==> src/rtl/core/qcts_pkg.sv <==
// shared constants and types for the quad corner track stabilizer
`default_nettype none

package qcts_pkg;

  // default structural parameters
  localparam int DEF_WINDOW_LEN = 5;
  localparam int DEF_COORD_BITS = 12;
  localparam int DEF_FRAC_BITS  = 8;

  // ema weight: q8 fraction, one is 256
  localparam int ALPHA_BITS  = 9;
  localparam int ALPHA_SHIFT = 8;
  localparam logic [ALPHA_BITS-1:0] ALPHA_ONE = 9'd256;

  localparam int THRESH_BITS = 3;

  // configuration port
  localparam int CFG_INDEX_BITS = 1;
  localparam int CFG_DATA_BITS  = ALPHA_BITS;
  localparam logic [CFG_INDEX_BITS-1:0] REG_ALPHA  = 1'd0;
  localparam logic [CFG_INDEX_BITS-1:0] REG_THRESH = 1'd1;

  // corner slots, in output order
  typedef enum logic [1:0] {
    QUAD_TL = 2'd0,
    QUAD_TR = 2'd1,
    QUAD_BR = 2'd2,
    QUAD_BL = 2'd3
  } quad_t;

  localparam int NUM_CORNERS = 4;

endpackage

`default_nettype wire

==> src/rtl/core/qcts_ema_lane.sv <==
// one coordinate of the ema: blend of new and held value, truncated
`default_nettype none

module qcts_ema_lane
  import qcts_pkg::*;
#(
  parameter int FIX_BITS = DEF_COORD_BITS + DEF_FRAC_BITS
) (
  input  logic [ALPHA_BITS-1:0] alpha,
  input  logic                  first,
  input  logic [FIX_BITS-1:0]   new_val,
  input  logic [FIX_BITS-1:0]   held_val,
  output logic [FIX_BITS-1:0]   blend_val
);

  localparam int PROD_BITS = FIX_BITS + ALPHA_BITS;

  logic [ALPHA_BITS-1:0] beta;
  logic [PROD_BITS-1:0]  prod_new;
  logic [PROD_BITS-1:0]  prod_held;
  logic [PROD_BITS:0]    acc;

  assign beta      = ALPHA_ONE - alpha;
  assign prod_new  = PROD_BITS'(alpha) * PROD_BITS'(new_val);
  assign prod_held = PROD_BITS'(beta) * PROD_BITS'(held_val);
  assign acc       = (PROD_BITS + 1)'(prod_new) + (PROD_BITS + 1)'(prod_held);

  // first hit loads the corner directly
  assign blend_val = first ? new_val : acc[ALPHA_SHIFT +: FIX_BITS];

endmodule

`default_nettype wire

==> config.mk <==
export PLATFORM = sky130hd
export DESIGN_NAME = qcts_ema_lane
export DESIGN_NICKNAME = d
export VERILOG_FILES = /design/src/rtl/core/qcts_pkg.sv /design/src/rtl/core/qcts_ema_lane.sv
export SDC_FILE = /design/constraint.sdc
export NUM_CORES = 1
export LEC_CHECK = 0
export ABC_CLOCK_PERIOD_IN_PS = 7550
export BUFFER_PORTS_ARGS = -buffer_cell sky130_fd_sc_hd__buf_4
export CORE_UTILIZATION = 50
export DETAILED_ROUTE_END_ITERATION = 8
export PLACE_DENSITY = 0.7
export SYNTH_ARGS = -nofsm -noshare
export SYNTH_HDL_FRONTEND = slang
export SYNTH_SLANG_ARGS = --single-unit
==> constraint.sdc <==
create_clock -name vclk -period 7.55
set_input_delay 0.755 -clock vclk [all_inputs]
set_output_delay 0.755 -clock vclk [all_outputs]
set_load 0.02 [all_outputs]
---- Yosys cells after proc, flatten, opt, wreduce, memory -nomap -nowiden ----
Cells that the tools add are included.
storage, ports and cells
  register bits after elaboration ......... 0
  bits of input ports ..................... 50
  word-level logic and storage cells ...... 5
cells by class
  $add $sub $neg .......................... 2
  $mul .................................... 2
  mux-type cells .......................... 1
operators by type and width
  kind                 number
  $mul 9x20->28        2
  $add 28x28->28       1
  $mux 20              1
  $sub 9x9->9 const A  1

---- Depth between registers and ports, before layout ----
  depth after elaboration ................. 4
  depth in mapped cells ................... 27
  mapped depth without buffers ............ 24

---- Least setup slack after synthesis ----
OpenSTA, ideal clock, no wires.
  kind .................................... input port to output port
  start point ............................. in alpha[0]
  end point ............................... out blend_val[18]
  arrival ................................. 7608 ps
  data required time ...................... 6795 ps
  path slack .............................. -813 ps
  stages on the path ...................... 27
  path buffers ............................ 4
  cells stage by stage .................... clkbuf_1 -> clkbuf_1 -> inv_1 -> ha_1 -> nor3b_1 -> and4_1 -> or2_1 -> clkbuf_1 -> clkbuf_1 -> nand2_1 -> fa_1 -> fa_1 -> inv_1 -> fa_1 -> fa_1 -> fa_1 -> inv_1 -> fa_1 -> inv_1 -> ha_1 -> a21o_1 -> a21o_1 -> a2111oi_4 -> nor4_2 -> o2111ai_2 -> a31oi_1 -> nor3b_1
between the ends
  cells in the longest elaborated chain, start to end .. 4
ends and longest elaborated chain
  item                RTL line             source
  from (decl)         qcts_ema_lane.sv:9   input logic [ALPHA_BITS-1:0] alpha,
  $sub 9x9->9         qcts_ema_lane.sv:23  assign beta = ALPHA_ONE - alpha;
  $mul 9x20->28       qcts_ema_lane.sv:25  assign prod_held = PROD_BITS'(beta) * PROD_BITS'(held_val);
  $add 28x28->28 (*)  qcts_ema_lane.sv:26  assign acc = (PROD_BITS + 1)'(prod_new) + (PROD_BITS + 1)'(prod_held);
  $mux 20 (*)         qcts_ema_lane.sv:29  assign blend_val = first ? new_val : acc[ALPHA_SHIFT +: FIX_BITS];
  to (decl)           qcts_ema_lane.sv:13  output logic [FIX_BITS-1:0] blend_val
Mark *: on every way between the ends. The rest lies on a longest branch, timed or not.

---- Worst setup path in the final report ----
  start point ............................. in alpha[0]
  end point ............................... out blend_val[19]
The elaborated chain is that of the path after synthesis.

==> out/results.txt <==
Status: finished, violations left
Failing checks: negative setup slack
Largest net degree at the start of global routing: 42
Clock buffers: 0
Startpoint types: primary input
Crit-path most repeated cell: fa_1
Die Y: 153.2 µm
DRT antenna net count: 0
Syn nets: 1793
Layout cell share with drive strength beyond 1: 0.1638
Count leader, synth: inv_1
Finished Core Util: 0.6056
Synth area leaders: fa_1, inv_1, nand2_1, ha_1, and2_1
Vias in the first global route: 9511
Standard-cell rows: 54
Met1 Usage GRT: 0.2995
Top cells by count, synth: inv_1, fa_1, nand2_1
Placer Congestion: 0.8671
Multi-input combinational cell area: 10100 µm²
Worst Max-Slew Pin Slew: 0.4664 ns
Slew headroom: 0.6867
Slowest cell on crit path: fa_1
Initial Util: 0.5172
Largest family of logic cells by synthesized area: adder cells
First-pass GRT wire length: 46160 µm
FFs & Latches: 0
DRC viols: 0
Arr. time, crit path: 7.11 ns
Compound-cell area share of the yosys netlist: 0.04851
GRT Util Overall: 0.2488
Fillers: 1914
Final Setup Violations: 13
Fin Setup TNS: -2.396 ns
M3 GR Usage: 0.007655
Worst setup path category: primary input to output pin
I/O Pins: 70
Min Hold Slack: 1.932 ns
Final net count: 1883
Count of pins over their slew limit: 0
Crit-path max FO: 10
Detailed-route wire length: 27770 µm
Cell taking the most area after synthesis: fa_1
Storage cell area: 0 µm²
Max cap viols: 0
CP endpoint kind: output pin
1st-iter DRT viols: 512
Port buffer count: 70
Cells after synthesis: 1371
Core area: 22090 µm²
Antenna violations before repair: 0
First-pass iteration count of the detailed router: 5
CTS Hold Bufs: 0
GR met2 Demand/Resource: 0.4781
DR vias/cell: 5.150
GR peak layer: met2
Post-route minimum period: 7.861 ns
Via count: 8955
Die area: 23460 µm²
Mean Syn Cell Area: 8.334 µm²
Slowest stage delay, CP: 0.52 ns
Tcrit/Tclk final: 1.041
Synth Warn #: 0
Final worst slack: -0.3112 ns
Mapped Area: 11430 µm²
Post-Synth Simple-Gate Area: 0.1738
DP Worst Slack: -0.3291 ns
Final Hold Fails: 0
Required @ worst endpoint: 6.80 ns
Top-area cell type share of the netlist area: 0.5204
Fmax: 0.1272 GHz
Unrepaired setup endpoints after global routing: true
Post-synthesis mux area share: 0.0009855
Post-DP HPWL: 23340 µm
Drt wl/cell: 15.97 µm
Hold Path Class: primary input to output pin
Post-synthesis adder-cell area fraction: 0.6025
Layout area overhead: 17.09%
Grt ovf: 0
Antenna diodes: 0
Sequential fraction of the synthesis area: 0
Post-synthesis cell type count: 58
Die width: 153.2 µm
Xor/xnor share of the synthesized area: 0.01807
what timing repair did:
item,4_1_cts,5_1_grt
pin swaps,20,9
gates cloned,4,1
setup endpoints to repair,13,17
gates resized for setup,53,27
setup buffers,10,10
per-layer routing:
layer,up-vias,part of all wire
met1,4612,0.38
li1,4062,-
met4,0,0.035
met3,54,0.034
met5,-,0
met2,227,0.55
per-stage QoR:
stage	cells	cell area [µm²]
CTS	1729	13160
floorplan	1371	11660
global placement	1715	12760
detailed placement	1715	12760
global route	1739	13380
finish	1739	13380
placed cells by master (no fill, tap or decap), types with 4 or more instances in the layout:
master	instances
and2_2	5
xnor2_1	11
nor3b_1	4
buf_4	143
o21ai_1	7
buf_6	15
a21o_1	7
ha_4	9
fa_1	296
ha_1	65
nor3_1	5
inv_1	391
nand2_1	281
nand4_1	4
nor2_1	10
o21ai_0	4
and3_1	5
buf_12	7
xor2_1	4
a2111oi_4	5
and2_1	85
nand3_1	4
a21oi_1	8
kinds of logic after synthesis:
logic type	count (synthesis)
compound gates	67
mux	1
simple gates	434
fa+ha+maj	372
buf+inv	475
xor+xnor	22
path summary, 6_finish.rpt:
kind | startpoint | to | slack (ns) | cells after the start
worst max-delay path | alpha[0] | blend_val[19] | -0.31 | 26
worst min-delay path | new_val[0] | blend_val[0] | 1.93 | 4
worst max-delay path: cells and delay by family:
kind	cells	cell delay, ns
buffers and inverters	7	0.76
and+or+nand+nor	6	1.39
adders and majority gates	8	3.30
AOI/OAI and AO/OA	5	0.89
cell type report:
type,instances,share of cell area
Timing Repair Buffer,167,0.1071
Multi-Input combinational cell,896,0.7551
Tap cell,280,0.02619
Inverter,396,0.1117
Power is not shown: default switching activity piles up to over one toggle a cycle in this logic, so the estimate is an artifact.
