<file path="src/rtl/core/qcts_pkg.sv">
// shared constants and types for the quad corner track stabilizer
`default_nettype none

package qcts_pkg;

  // default structural parameters
  localparam int DEF_WINDOW_LEN = 5;
  localparam int DEF_COORD_BITS = 12;
  localparam int DEF_FRAC_BITS  = 8;

  // ema weight: q8 fraction, one is 256
  localparam int ALPHA_BITS  = 9;
  localparam int ALPHA_SHIFT = 8;
  localparam logic [ALPHA_BITS-1:0] ALPHA_ONE = 9'd256;

  localparam int THRESH_BITS = 3;

  // configuration port
  localparam int CFG_INDEX_BITS = 1;
  localparam int CFG_DATA_BITS  = ALPHA_BITS;
  localparam logic [CFG_INDEX_BITS-1:0] REG_ALPHA  = 1'd0;
  localparam logic [CFG_INDEX_BITS-1:0] REG_THRESH = 1'd1;

  // corner slots, in output order
  typedef enum logic [1:0] {
    QUAD_TL = 2'd0,
    QUAD_TR = 2'd1,
    QUAD_BR = 2'd2,
    QUAD_BL = 2'd3
  } quad_t;

  localparam int NUM_CORNERS = 4;

endpackage

`default_nettype wire

</file>
<file path="src/rtl/core/qcts_quad_sort.sv">
// sorts four raw corners into quadrant slots around their centroid
`default_nettype none

module qcts_quad_sort
  import qcts_pkg::*;
#(
  parameter int COORD_BITS = DEF_COORD_BITS
) (
  input  logic [COORD_BITS-1:0] raw_x  [NUM_CORNERS],
  input  logic [COORD_BITS-1:0] raw_y  [NUM_CORNERS],
  output logic [COORD_BITS-1:0] slot_x [NUM_CORNERS],
  output logic [COORD_BITS-1:0] slot_y [NUM_CORNERS]
);

  localparam int SUM_BITS = COORD_BITS + 2;

  logic [SUM_BITS-1:0] sum_x;
  logic [SUM_BITS-1:0] sum_y;

  always_comb begin
    sum_x = '0;
    sum_y = '0;
    for (int i = 0; i < NUM_CORNERS; i++) begin
      sum_x = sum_x + SUM_BITS'(raw_x[i]);
      sum_y = sum_y + SUM_BITS'(raw_y[i]);
    end
  end

  // later points overwrite earlier ones in the same slot; empty slots stay zero
  always_comb begin
    logic [SUM_BITS-1:0] x4;
    logic [SUM_BITS-1:0] y4;
    quad_t               q;
    for (int k = 0; k < NUM_CORNERS; k++) begin
      slot_x[k] = '0;
      slot_y[k] = '0;
    end
    for (int i = 0; i < NUM_CORNERS; i++) begin
      x4 = {raw_x[i], 2'b00};
      y4 = {raw_y[i], 2'b00};
      priority if (x4 < sum_x && y4 < sum_y) begin
        q = QUAD_TL;
      end else if (x4 > sum_x && y4 < sum_y) begin
        q = QUAD_TR;
      end else if (x4 > sum_x && y4 > sum_y) begin
        q = QUAD_BR;
      end else begin
        q = QUAD_BL;
      end
      slot_x[q] = raw_x[i];
      slot_y[q] = raw_y[i];
    end
  end

endmodule

`default_nettype wire

</file>
<file path="config.mk">
export PLATFORM = sky130hd
export DESIGN_NAME = qcts_quad_sort
export DESIGN_NICKNAME = d
export VERILOG_FILES = /design/src/rtl/core/qcts_pkg.sv /design/src/rtl/core/qcts_quad_sort.sv
export SDC_FILE = /design/constraint.sdc
export NUM_CORES = 1
export LEC_CHECK = 0
export ABC_AREA = 1
export BUFFER_PORTS_ARGS = -buffer_cell sky130_fd_sc_hd__buf_2
export CAP_MARGIN = 10
export CORE_MARGIN = 8
export CORE_UTILIZATION = 63
export DETAILED_ROUTE_END_ITERATION = 16
export PLACE_DENSITY = 0.91
export SYNTH_ARGS = -nofsm -noshare
export SYNTH_HDL_FRONTEND = slang
export SYNTH_SLANG_ARGS = --single-unit
export TNS_END_PERCENT = 20
</file>
<file path="constraint.sdc">
create_clock -name vclk -period 12.2
set_input_delay 1.83 -clock vclk [all_inputs]
set_output_delay 1.83 -clock vclk [all_outputs]
set_load 0.01 [all_outputs]
</file>
Word-level counts from Yosys, hierarchy flattened
Cells that the tools add are included.

word-level totals
  register bits = 0
  word-level logic and storage cells = 78

operators by class
  add/subtract/negate cells = 6
  $lt $le $gt $ge = 24
  multiplexer cells = 26
  bitwise logic cells = 6
  reductions and logical operators = 16

operators by type and width
  operator                                                               count
  48-bit bitwise mux                                                     6
  14-bit greater-than comparator                                         8
  14-bit < comparator                                                    8
  48-bit bitwise AND                                                     2
  12-bit demux with 2-bit select                                         4
  12-bit two-way mux                                                     4
  13-bit by 12-bit adder with 14-bit output                              2
  14-bit by 12-bit adder with 14-bit output                              2
  12-bit by 12-bit adder with 13-bit output                              2
  1-bit logical AND                                                      16
  2-bit two-way mux                                                      8
  3-bit >= comparator (second input constant)                            4
  3-bit by 1-bit < comparator with 1-bit output (second input constant)  4
  2-bit NOT with 3-bit output                                            4
  1-bit two-way mux                                                      4

Longest topological paths before layout
  depth in word-level cells = 17
  mapped depth = 29
  depth with buffers taken out = 28

Worst setup path before layout
Ideal clock, no wire load.

  path type = input port to output port
  start = in raw_y[10] (netlist bit)
  end = out slot_x[10] (netlist bit)
  arrival = 5.820 ns
  data required time = 10.370 ns
  slack = 4.550 ns
  stages = 24
  buffers on the path = 3
  cells stage by stage = clkbuf_1 inv_1 fa_1 fa_1 inv_1 ha_1 nand2_1 inv_1 a21oi_1 nand3_1 nand2_1 nand2_1 a21oi_1 ha_1 a31o_2 a21oi_2 nand3_4 nand3_4 nand2_2 buf_6 buf_6 nand2_1 inv_2 a21oi_2

RTL lines
  what         line                  text
  from (decl)  qcts_quad_sort.sv:10  input logic [COORD_BITS-1:0] raw_y [NUM_CORNERS],
  to (decl)    qcts_quad_sort.sv:11  output logic [COORD_BITS-1:0] slot_x [NUM_CORNERS],

==> results.py <==
metrics = {
    "outcome": {
        "status": "finished clean",
    },
    "setup_path": {
        "critPathMostFrequentCell": "inv_1",
        "worst-path-max-fanout": 34,
        "cp_data_arrival_time_ns": 8.26,
        "endpoint_kind": "output port",
        "cp_cell_sequence": "buf_2, inv_1, fa_1, fa_1, inv_1, ha_1, a21oi_1, nand2_1, a21oi_1, inv_1, nor2_1, o311ai_0, xnor2_1, ha_1, nand3_1, nor2_2, nand3_1, nand3_2, nand3_2, inv_1, a21oi_1, o21ai_1, nand2_1, buf_2",
        "required_ns": 10.37,
        "cp_slowest_stage_delay_ns": 1.26,
        "path_delay_family": "buffers and inverters",
        "cp_slowest_cell": "inv_1",
        "cp-start-kind": "primary input",
        "critPathKind": "in2out",
        "cp.buffers_inverters": 6,
    },
    "sta": {
        "tightest_slew_ns": 1.25,
        "setup_ws_ns": 2.11,
        "hold_viol": 0,
        "hold_ws_ns": 4.04,
        "rsz0062_at_grt": "no",
        "period_share_pct": 82.7,
        "setup_tns_ns": 0,
        "maxSlewViolCount": 0,
        "fin_crit_ns": 10.09,
        "max-slew-margin-rel_pct": 16.5,
        "setup_viol": 0,
        "fmaxAchievable_mhz": 99.2,
    },
    "routing": {
        "antenna_left": 0,
        "vias": 11400,
        "first_pass_iters": 8,
        "via_per_inst": 6.01,
        "wirelength_um": 35000,
        "drc_errors": 0,
        "wl_per_cell_um": 18.5,
        "drt_iter0_drc": 1283,
    },
    "pwr": {
        "power_mw": 3.35,
        "ir_worst_vdd_uv": 261,
        "power.density_nw_per_um2": 343,
        "p_leak_nw": 5.89,
    },
    "layout": {
        "area_growth_pct": 9.96,
        "final_util_pct": 70.5,
        "nFillCells": 1310,
        "final_area_sq_um": 9750,
        "register_area_sq_um": 0,
        "nNetsFinal": 1961,
        "drive_gt1_share_pct": 16.5,
        "fin_cells": 1889,
        "seq_cells": 0,
        "diodes": 0,
        "final.clkbuf_count": 0,
    },
    "clock_network": {
        "post_cts_resized": 0,
        "ctsHoldBuffers": 0,
        "post_cts_buffers": 0,
    },
    "place": {
        "dpl_cell_area_sq_um": 9750,
        "gp_congestion": 1.03,
        "dp.cells": 1889,
        "post-place-ws_ns": 2.46,
        "portBuffers": 192,
        "place_hpwl_um": 25000,
    },
    "grt": {
        "grt_pass1_wl_um": 54800,
        "track_usage_pct": 36.9,
        "overflow": 0,
        "antenna_found_initial": 0,
        "grt_start_max_net_pins": 74,
        "grt_pass1_vias": 10600,
    },
    "logic_synthesis": {
        "synth_top_area_share_pct": 19.3,
        "yosysSeqAreaShare_pct": 0,
        "syn_inst": 1580,
        "synth_area_sq_um": 8870,
        "synth_warnings": 0,
        "avgSynthCellArea_sq_um": 5.61,
        "ys_types": 45,
        "synth_nets": 1830,
        "synth_top_cell_by_area": "nand2_1",
        "synth.area.top_cells": "nand2_1, ha_1, nand3_1",
    },
    "min_path": {
        "hold_class": "in2out",
        "whs_endpoint": "slot_y[37]",
        "min-delay-start": "raw_y[1]",
        "holdPathStages": 4,
    },
    "floorplan": {
        "ios": 192,
        "rows": 43,
        "die_x_um": 135,
        "die_h_um": 135,
        "dieArea_sq_um": 18100,
        "initial_core_util_pct": 64.1,
        "coreArea_sq_um": 13800,
    },
    "run": {
        "cap_viol_max_count": 0,
    },
}
-- how the worst max path moves through the flow --
stage               startpoint    endpoint  slack [ns]  depth (start not counted)
floorplan            raw_y[10]  slot_x[10]        4.55                         24
global placement      raw_x[3]  slot_x[22]        2.49                         24
detailed placement    raw_x[3]  slot_y[22]        2.46                         24
CTS                   raw_x[3]  slot_x[22]        2.44                         24
global route          raw_x[3]   slot_x[0]        1.95                         25
finish                raw_x[3]  slot_x[13]        2.11                         24
-- power by group --
part	switching [mW]	leakage, nW	internal, mW
Combinational	2.25	5.89	1.10
Clock	0	0	0
Sequential	0	0	0
-- cell type report --
class	count	area (sq um)	share of cell area (%)
timing repair buffer	200	1020	10.5
inverter	263	987	10.1
multi-input combinational	1246	7520	77.1
tap	180	225	2.31
-- cells in the final DEF, fill, tap and decap left out, types with 2 or more instances in the layout --
cell      synthesis  final
o21ai_2           2      2
ha_1            106    106
nor2_1          138    137
o21bai_1          4      4
o21ai_0          50     50
buf_4             8      8
a31oi_1           3      3
a21oi_2           5      5
nand2_2          12     12
nor2_2            8      8
nand4_1          16     16
o21ai_1          31     31
o211ai_2         20     20
inv_2            13     13
nand3_1         201    199
a21oi_1          67     67
o22ai_1          24     24
buf_2            36    192
nand4_2           2      2
xnor2_1           4      4
nor3_1            3      3
o211ai_1          6      6
nand3_4           3      3
nand3_2           7      9
or2_2             0      2
o21a_1            2      2
nand2_1         457    457
xor2_1           12     12
a211oi_1          3      3
inv_1           250    250
fa_1             48     48
-- synthesized netlist by cell type, drive strengths merged --
| cell | number |
|---|---|
| nand2 | 470 |
| inv | 263 |
| nand3 | 211 |
| nor2 | 146 |
| ha | 106 |
| o21ai | 83 |
| a21oi | 72 |
| buf | 51 |
| fa | 48 |
| o211ai | 26 |
| o22ai | 24 |
| clkbuf | 20 |
| nand4 | 19 |
| xor2 | 12 |
| o21bai | 4 |
| xnor2 | 4 |
| a211oi | 3 |
| a31oi | 3 |
| nor3 | 3 |
| nand3b | 2 |
| o21a | 2 |
| or2 | 2 |
| a2111oi | 1 |
| a21o | 1 |
| a31o | 1 |
| and2 | 1 |
| nor4 | 1 |
| o311ai | 1 |
-- cell families (layout without fill, tap and decap cells) --
group                      after synthesis  in the layout  synth area share [%]
AOI/OAI and AO/OA                      221            221                  15.4
xor gates and xnor gates                16             16                  1.58
adders and majority gates              154            154                  25.8
buffers and inverters                  334            463                  15.4
and+or+nand+nor                        855            855                  41.8
-- layer usage --
| layer | share of wire (%) | track usage, % |
|---|---|---|
| met2 | 43 | 58.9 |
| met4 | 3.7 | 15.3 |
| met3 | 14 | 7.54 |
| met1 | 39 | 47.2 |
| met5 | 0 | 0 |
Power figures use the tool's default switching activity.
