<file path="src/rtl/core/qcts_pkg.sv">
// shared constants and types for the quad corner track stabilizer
`default_nettype none

package qcts_pkg;

  // default structural parameters
  localparam int DEF_WINDOW_LEN = 5;
  localparam int DEF_COORD_BITS = 12;
  localparam int DEF_FRAC_BITS  = 8;

  // ema weight: q8 fraction, one is 256
  localparam int ALPHA_BITS  = 9;
  localparam int ALPHA_SHIFT = 8;
  localparam logic [ALPHA_BITS-1:0] ALPHA_ONE = 9'd256;

  localparam int THRESH_BITS = 3;

  // configuration port
  localparam int CFG_INDEX_BITS = 1;
  localparam int CFG_DATA_BITS  = ALPHA_BITS;
  localparam logic [CFG_INDEX_BITS-1:0] REG_ALPHA  = 1'd0;
  localparam logic [CFG_INDEX_BITS-1:0] REG_THRESH = 1'd1;

  // corner slots, in output order
  typedef enum logic [1:0] {
    QUAD_TL = 2'd0,
    QUAD_TR = 2'd1,
    QUAD_BR = 2'd2,
    QUAD_BL = 2'd3
  } quad_t;

  localparam int NUM_CORNERS = 4;

endpackage

`default_nettype wire

</file>
<file path="src/rtl/core/qcts_window.sv">
// sliding window of detection flags with a running hit count
`default_nettype none

module qcts_window
  import qcts_pkg::*;
#(
  parameter int WINDOW_LEN = DEF_WINDOW_LEN
) (
  input  logic                   clk,
  input  logic                   rst,
  input  logic                   hit,
  input  logic                   update,
  input  logic [THRESH_BITS-1:0] threshold,
  output logic                   stable
);

  localparam int CNT_BITS = $clog2(WINDOW_LEN + 1);
  localparam int CMP_BITS = (CNT_BITS > THRESH_BITS) ? CNT_BITS : THRESH_BITS;

  logic [WINDOW_LEN-1:0] hist;
  logic [WINDOW_LEN-1:0] hist_next;
  logic [CNT_BITS-1:0]   count;
  logic [CNT_BITS-1:0]   count_next;

  // newest flag enters at bit 0, the oldest drops off the top
  assign hist_next  = WINDOW_LEN'({hist, hit});
  assign count_next = count + CNT_BITS'(hit) - CNT_BITS'(hist[WINDOW_LEN-1]);
  assign stable     = CMP_BITS'(count_next) >= CMP_BITS'(threshold);

  always_ff @(posedge clk) begin
    if (rst) begin
      hist  <= '0;
      count <= '0;
    end else if (update) begin
      hist  <= hist_next;
      count <= count_next;
    end
  end

  a_count_matches: assert property (@(posedge clk) disable iff (rst)
    int'(count) == $countones(hist))
    else $error("hit count out of step with window");

endmodule

`default_nettype wire

</file>
<file path="config.mk">
export PLATFORM = sky130hd
export DESIGN_NAME = qcts_window
export DESIGN_NICKNAME = d
export VERILOG_FILES = /design/src/rtl/core/qcts_pkg.sv /design/src/rtl/core/qcts_window.sv
export SDC_FILE = /design/constraint.sdc
export NUM_CORES = 1
export LEC_CHECK = 0
export BUFFER_PORTS_ARGS = -buffer_cell sky130_fd_sc_hd__buf_2
export CAP_MARGIN = 30
export CORE_AREA = 10 10 47 49
export DETAILED_ROUTE_END_ITERATION = 8
export DIE_AREA = 0 0 57 59
export GPL_TIMING_DRIVEN = 1
export PLACE_DENSITY = 0.62
export SLEW_MARGIN = 20
export SYNTH_ARGS = -nofsm -noshare
export SYNTH_HDL_FRONTEND = slang
export SYNTH_SLANG_ARGS = --single-unit
</file>
<file path="constraint.sdc">
create_clock -name clk -period 6.6 [get_ports clk]
set_clock_uncertainty 0.05 [all_clocks]
set_input_delay 1.32 -clock clk [delete_from_list [all_inputs] [get_ports clk]]
set_output_delay 1.32 -clock clk [all_outputs]
set_load 0.02 [all_outputs]
</file>
# Word level (Yosys, flattened, before mapping)

Cells that the tools add are included.

Output and inout bits: 1
Bits in latches: 0
Memory bits (read-only): 0
Word-level logic and storage cells: 5
RAM bits: 0
Memories: 0
Bits of input ports: 7
Flip-flop bits (word level): 8

Mux-type cells: 0
Add/sub/neg operators: 2
Equal/unequal tests: 0
$lt $le $gt $ge: 1
Reductions and logical operators: 0
Bitwise gates (word level): 0
Div/mod/pow operators: 0
Shift-type cells: 0
$mul: 0

Operator list:

| cell                      | number |
|---|---|
| adder 3 x 1 -> 3 bit      | 1 |
| >= comparator 3 bit       | 1 |
| subtractor 3 x 1 -> 3 bit | 1 |

# Longest topological paths before layout

Gate-level depths: netlist (run 1).

Depth in word-level cells: 3
Gate-level depth with buffers: 9
Depth with buffers taken out: 9

# Least setup slack after synthesis (run 1)

Ideal clock, no wire load.

Kind: in2out
From: input hit
To: output stable
Path buffers: 0
Arrival time: 2.662 ns
Data required time: 5.230 ns
Stages on the path: 6
Slack: 2.568 ns
Cell sequence: ha_1 fa_1 xor2_1 xnor2_1 ha_1 a21o_1

Cells in the longest elaborated chain, start to end: 3

Ends and longest elaborated chain:

| what                      | line              | text |
|---|---|---|
| start, declared           | qcts_window.sv:11 | `input logic hit,` |
| adder 3 x 1 -> 3 bit      | qcts_window.sv:27 | `assign count_next = count + CNT_BITS'(hit) - CNT_BITS'(hist[WINDOW_LEN-1]);` |
| subtractor 3 x 1 -> 3 bit | qcts_window.sv:27 |  |
| via count_next[2]         | qcts_window.sv:23 | `logic [CNT_BITS-1:0] count_next;` |
| >= comparator 3 bit       | qcts_window.sv:28 | `assign stable = CMP_BITS'(count_next) >= CMP_BITS'(threshold);` |
| end, declared             | qcts_window.sv:14 | `output logic stable` |

The timed path passes the listed nets, and every way through them passes these cells.

# Worst setup path in the final report (run 1)

Ends and elaborated chain as after synthesis.

==> metrics.txt, run 1 <==
static power due to leakage=0.278 nW; sequential element share of the synthesized area=36.3%; met1 GRT Util=4.89%; CTS Root Cell=sky130_fd_sc_hd__clkbuf_4; Resize count post-CTS=0; cts hold-fix bufs=0; via count of the first global-routing pass=320; Post-synth top cells=9 x sky130_fd_sc_hd__nor2_1, 8 x sky130_fd_sc_hd__dfxtp_1, 8 x sky130_fd_sc_hd__inv_1; Slew HR=85.0%; number of clock buffers inserted by TritonCTS=3; gate count of the mapped netlist=47; largest net degree at the start of global routing=10; flop-to-flop setup slack=4.60 ns; power density normalized to cell area=210 mW/mm^2; type of destination of the critical path=output port; run status=finished clean; data arrival time of the critical path=2.91 ns; total overflow reported by the global router=0; first drt pass iteration count=1; area grow syn2layout=15.6%; maximum VDD drop=0.0000990 V; number of storage elements in the synthesis netlist=8; delay of the slowest critical-path stage=0.37 ns; dominant synthesized flop cell=sky130_fd_sc_hd__dfxtp_1; core region area=0.00140 mm^2; antenna diode count=0; most repeated cell in the gate-level netlist after synthesis=sky130_fd_sc_hd__nor2_1; fill cell total of the finished layout=159; initial standard-cell utilization of the core=31.5%; clk sink count=8; hold path depth=2; Final HPWL DP=594 um; hold crit path type=reg -> reg; ordered cell list for the critical path=buf_2, ha_1, fa_1, xor2_1, xnor2_1, ha_1, a21o_1, buf_2; routability congestion estimate=0.699; number of buffer cells added on primary ports=7; FF-to-FF Start=count[0]; CTS tree=built; CTS H-Tree Depth=1; y dimension of the die=59 um; Die X=57 um; most used routing layer in global routing=met2; Bufs on Longest Clock Path=2; clock period minus final worst setup slack=4.28 ns; post-DR vias/cell=4.28; initial detailed-routing violation count=0; antenna viol nets, final=0; unrepaired setup endpoints after global routing=no; via count=304; first-pass GRT wire length=1.32 mm; number of enable-type register cells in the synthesized netlist=0; Worst Path Required=5.23 ns; area of all placed cells without fillers=510 um^2; top cell type's share of synthesized area=36.3%; clk_lat worst skew=0.25 ns; FF-to-FF End=count[2]; Synthesized Nets=60; unique cell type count in the Yosys netlist=14; setup TNS=0 ns; highest achievable clock rate=234 MHz; critical path peak fanout=2; area of the die=0.00336 mm^2; Worst Reg2Reg Path Length in Cells=8; net count reported at finish=70; count of standard-cell rows=14; critical path class=in -> out; library cell contributing the largest single delay on the critical path=sky130_fd_sc_hd__fa_1; DRC viols=0; source of the worst hold timing path=count[0]; initial antenna violation count=0; Critical Path Start Type=input port; post-CTS repair timing setup buffer count=0; pin slew with the least headroom to its limit=0.224 ns; post-place instance area=488 um^2; final period utilization=64.8%; Min-Delay Endpoint=count[0]; count of pins over their slew limit=0; met2 track demand over resource in global routing=8.22%; Post-Syn Area per Cell=9.40 um^2; # Max-Cap Violations=0; final count of negative-setup-slack endpoints=0; total number of yosys warnings=0; aggregate global-route resource usage=5.28%; wire per inst=10.1 um; Syn Std Cell Area=442 um^2; Ports=8; clock-pin transition on the worst setup and hold timing paths=0.05 ns; share of synthesized registers carrying an async set or reset=0%; final wirelength=715 um; library cell occupying the most area in the post-synthesis netlist=sky130_fd_sc_hd__dfxtp_1; met3 Use GR=3.43%; share of cells above drive strength 1=18.2%; final hold vios=0; main area contributors after synthesis=sky130_fd_sc_hd__dfxtp_1 36%, sky130_fd_sc_hd__mux2i_1 16%, sky130_fd_sc_hd__ha_1 14%
state kept, by name (all words and copies together), names as in the netlist:
register and cells:
count 3, hist 5
layout make-up:
type,instances,area (um^2),share of cell area [%]
clock buffer,3,22.5,4.41
inverter,8,30.0,5.88
multi-input combinational,29,243,47.5
sequential,8,160,31.4
tap,16,20.0,3.92
timing repair buffer,7,35.0,6.86
layer usage:
metal | vias up | part of all wire (%)
met1 | 135 | 47
met2 | 4 | 47
met3 | 2 | 5.0
li1 | 163 | -
met4 | 0 | 1.3
met5 | - | 0
layout by cell type (no fill, tap or decap):
cell type                  instances
sky130_fd_sc_hd__buf_2             7
sky130_fd_sc_hd__nor2b_1           1
sky130_fd_sc_hd__nor2_1            9
sky130_fd_sc_hd__a21o_1            2
sky130_fd_sc_hd__dfxtp_1           8
sky130_fd_sc_hd__ha_1              5
sky130_fd_sc_hd__xor2_1            1
sky130_fd_sc_hd__inv_1             8
sky130_fd_sc_hd__mux2i_1           7
sky130_fd_sc_hd__nand2b_1          1
sky130_fd_sc_hd__mux2_1            1
sky130_fd_sc_hd__xnor2_1           1
sky130_fd_sc_hd__clkbuf_4          3
sky130_fd_sc_hd__fa_1              1
critical path, delay by kind of cell:
family                     cells  cell delay, ns
adders and majority gates      3            0.81
AOI/OAI and AO/OA              1            0.15
xor gates and xnor gates       2            0.37
buffers and inverters          2            0.26
worst max-delay path by stage:
stage | endpoint | slack (ns) | start
global route | stable | 2.22 | hit
finish | stable | 2.32 | hit
detailed placement | stable | 2.30 | hit
floorplan | stable | 2.57 | hit
global placement | stable | 2.31 | hit
CTS | stable | 2.30 | hit
through the flow:
| stage | cells | setup WS, ns | utilization, % | power, mW | hold WS (ns) |
|---|---|---|---|---|---|
| 5_1_grt | 71 | 2.22 | 36.4 | 0.116 | 0.488 |
| 3_3_place_gp | 68 | 2.31 | 34.8 | 0.0727 | 0.425 |
| 4_1_cts | 71 | 2.30 | 36.4 | 0.110 | 0.449 |
| 2_1_floorplan | 47 | 2.57 | - | 0.0676 | 0.410 |
| 6_report | 71 | 2.32 | 36.4 | 0.107 | 0.443 |
| 3_5_place_dp | 68 | 2.30 | 34.8 | 0.0732 | 0.435 |
report_power, final:
part | switching [mW] | internal [mW]
clock network | 0.0147 | 0.0207
registers | 0.00110 | 0.0503
logic | 0.0104 | 0.00999
logic make-up after synthesis:
logic type | count (synthesis) | share of synthesized area (%)
xor+xnor | 2 | 3.97
buf+inv | 10 | 8.78
fa+ha+maj | 6 | 18.7
simple gates | 11 | 10.5
mux | 8 | 18.4
compound gates | 2 | 3.40
flops | 8 | 36.3
No activity file was read; power rests on OpenSTA's default activity.
==> run 2, diff against run 1 <==
--- a/config.mk
+++ b/config.mk
@@ -11,7 +11,7 @@
 export DETAILED_ROUTE_END_ITERATION = 8
 export DIE_AREA = 0 0 57 59
 export GPL_TIMING_DRIVEN = 1
-export PLACE_DENSITY = 0.62
+export PLACE_DENSITY = 0.64
 export SLEW_MARGIN = 20
 export SYNTH_ARGS = -nofsm -noshare
 export SYNTH_HDL_FRONTEND = slang
==> constraint.sdc (replaced) <==
create_clock -name clk -period 3.6 [get_ports clk]
set_clock_uncertainty 0.05 [all_clocks]
set_input_delay 0.72 -clock clk [delete_from_list [all_inputs] [get_ports clk]]
set_output_delay 0.72 -clock clk [all_outputs]
set_load 0.02 [all_outputs]
==> run 2 against run 1 <==
Effect of this change: die area unchanged; sequential share of layout area unchanged; largest cell class unchanged; power increased by 83%; via count increased by 2.3%; worst setup slack got worse by 1.9 ns; worst hold slack got worse by 0.0060 ns.
==> metrics.txt, run 2 (same netlist as run 1, synthesis figures left out) <==
Stages on worst setup path=10 (+2); number of buffer cells added on primary ports=7 (unchanged); data arrival time of the critical path=2.38 ns (-0.53 ns); via count=311 (+2.3%); most common cell after layout, fill and taps aside=sky130_fd_sc_hd__nor2_1; first drt pass iteration count=2 (+1); number of clock buffers inserted by TritonCTS=3 (unchanged); core region area=0.00140 mm^2 (unchanged); critical path class=reg -> out; Slew HR=85.0% (about the same); register containing the most flip-flops in the final layout=hist; maximum VDD drop=0.000184 V (+86%); y dimension of the die=59 um (unchanged); clock-pin transition on the worst setup and hold timing paths=0.05 ns (about the same); clk_lat worst skew=0.25 ns (about the same); final count of negative-setup-slack endpoints=0 (unchanged); highest achievable clock rate=318 MHz; run status=finished clean; # Max-Cap Violations=0 (unchanged); wire per inst=9.72 um (-3.5%); CTS H-Tree Depth=1 (unchanged); type of destination of the critical path=output port; count of pins over their slew limit=0 (unchanged); antenna diode count=0 (unchanged); Final HPWL DP=590 um (-0.81%); switching power summed over all nets=0.0481 mW (+84%); clock period minus final worst setup slack=3.15 ns; hold crit path type=reg -> reg; area grow syn2layout=15.6% (unchanged); CTS tree=built; most frequent cells in the layout=9 x sky130_fd_sc_hd__nor2_1, 8 x sky130_fd_sc_hd__inv_1, 8 x sky130_fd_sc_hd__dfxtp_1; total overflow reported by the global router=0 (unchanged); via count of the first global-routing pass=324 (+1.3%); delay-heaviest family, CP=adder cells; Top cell by count, worst path=sky130_fd_sc_hd__ha_1; first-pass GRT wire length=1.32 mm (-0.53%); Int Pwr=0.148 mW (+83%); post-CTS repair timing setup buffer count=0 (unchanged); initial standard-cell utilization of the core=31.5% (unchanged); largest net degree at the start of global routing=10 (unchanged); registers with the most flip-flops=hist x5, count x3; Worst Reg2Reg Path Length in Cells=8 (unchanged); routability congestion estimate=0.732 (+4.7%); share of cells above drive strength 1=18.2% (unchanged); clk sink count=8 (unchanged); final hold vios=0 (unchanged); final wirelength=690 um (-3.5%); Bufs on Longest Clock Path=2 (unchanged); initial detailed-routing violation count=4 (+4); count of standard-cell rows=14 (unchanged); final period utilization=87.4%; delay of the slowest critical-path stage=0.38 ns (about the same); post-DR vias/cell=4.38 (+2.3%); clock group share of total power=33.2% (+0.2 points); static power due to leakage=0.278 nW (unchanged); area of the die=0.00336 mm^2 (unchanged); Resize count post-CTS=0 (unchanged); critical path peak fanout=2 (unchanged); pin slew with the least headroom to its limit=0.224 ns (+0.0000454 ns); sequential power share=47.9% (about the same); aggregate global-route resource usage=4.93% (-0.35 points); antenna viol nets, final=0 (unchanged); Critical Path Start Type=register; CTS Root Cell=sky130_fd_sc_hd__clkbuf_4; cts hold-fix bufs=0 (unchanged); Die X=57 um (unchanged); Ports=8 (unchanged); initial antenna violation count=0 (unchanged); ordered cell list for the critical path=inv_1, ha_1, inv_1, ha_1, fa_1, xor2_1, xnor2_1, ha_1, a21o_1, buf_2; sw frac=24.5% (+0.045 points); hold path depth=2 (unchanged); Critical path buffers and inverters=3 (+1); Worst Path Required=2.83 ns (-2.40 ns); number of flip-flops under the largest register name=5 (unchanged); number of placed instances with taps included=68 (unchanged); worst-case hold slack=0.437 ns (-0.00598 ns); library cell contributing the largest single delay on the critical path=sky130_fd_sc_hd__fa_1; Comb power frac=19.0% (about the same); power density normalized to cell area=385 mW/mm^2 (+83%); net count reported at finish=70 (unchanged); post-route non-filler standard cell count=71 (unchanged); setup TNS=0 ns (unchanged); unrepaired setup endpoints after global routing=no; DRC viols=0 (unchanged)
-- run 2: cell counts in the layout (fill, tap and decap cells not counted) --
No cell type changed its count.
-- run 2: worst paths after layout --
check                              start  endpoint  slack (ns)
worst max-delay path            count[0]    stable        0.45
worst min-delay path            count[0]  count[0]        0.44
worst max register to register  count[0]  count[2]        1.61
worst min register to register  count[0]  count[0]        0.44
-- run 2: area by class of cell --
type                       instances  area (um^2)
tap                               16         20.0
timing repair buffer               7         35.0
clock buffer                       3         22.5
multi-input combinational         29          243
fill                             153          891
inverter                           8         30.0
sequential                         8          160
-- run 2: worst min-delay path: cells and delay by family, from the launching register on --
| family | cells | cell delay (ns) |
|---|---|---|
| simple gates | 1 | 0.07 |
| flops | 1 | 0.32 |
| mux | 1 | 0.06 |
-- run 2: through the flow --
step	cell area (um^2)	utilization, %	setup slack, ns	power [mW]
floorplan	442	-	0.768	0.124
global placement	488	34.8	0.534	0.133
detailed placement	488	34.8	0.490	0.134
CTS	510	36.4	0.417	0.202
global route	510	36.4	0.323	0.211
finish	510	36.4	0.452	0.197
-- run 2: power by group through the flow --
stage / Sequential, mW / Combinational, mW / Clock (mW)
2_1_floorplan: 0.0955 / 0.0285 / 0
3_3_place_gp: 0.0959 / 0.0372 / 0
3_5_place_dp: 0.0960 / 0.0385 / 0
4_1_cts: 0.0941 / 0.0388 / 0.0689
5_1_grt: 0.0943 / 0.0435 / 0.0729
6_report: 0.0941 / 0.0373 / 0.0652
-- run 2: metal layers --
metal | part of all wire (%) | wire length (um) | up-vias | track usage (%)
met5 | 0 | 0 | - | 0
li1 | - | - | 163 | -
met3 | 3.9 | 27 | 4 | 1.93
met2 | 49 | 338 | 7 | 7.75
met4 | 1.7 | 12 | 0 | 4.03
met1 | 45 | 310 | 137 | 5.13
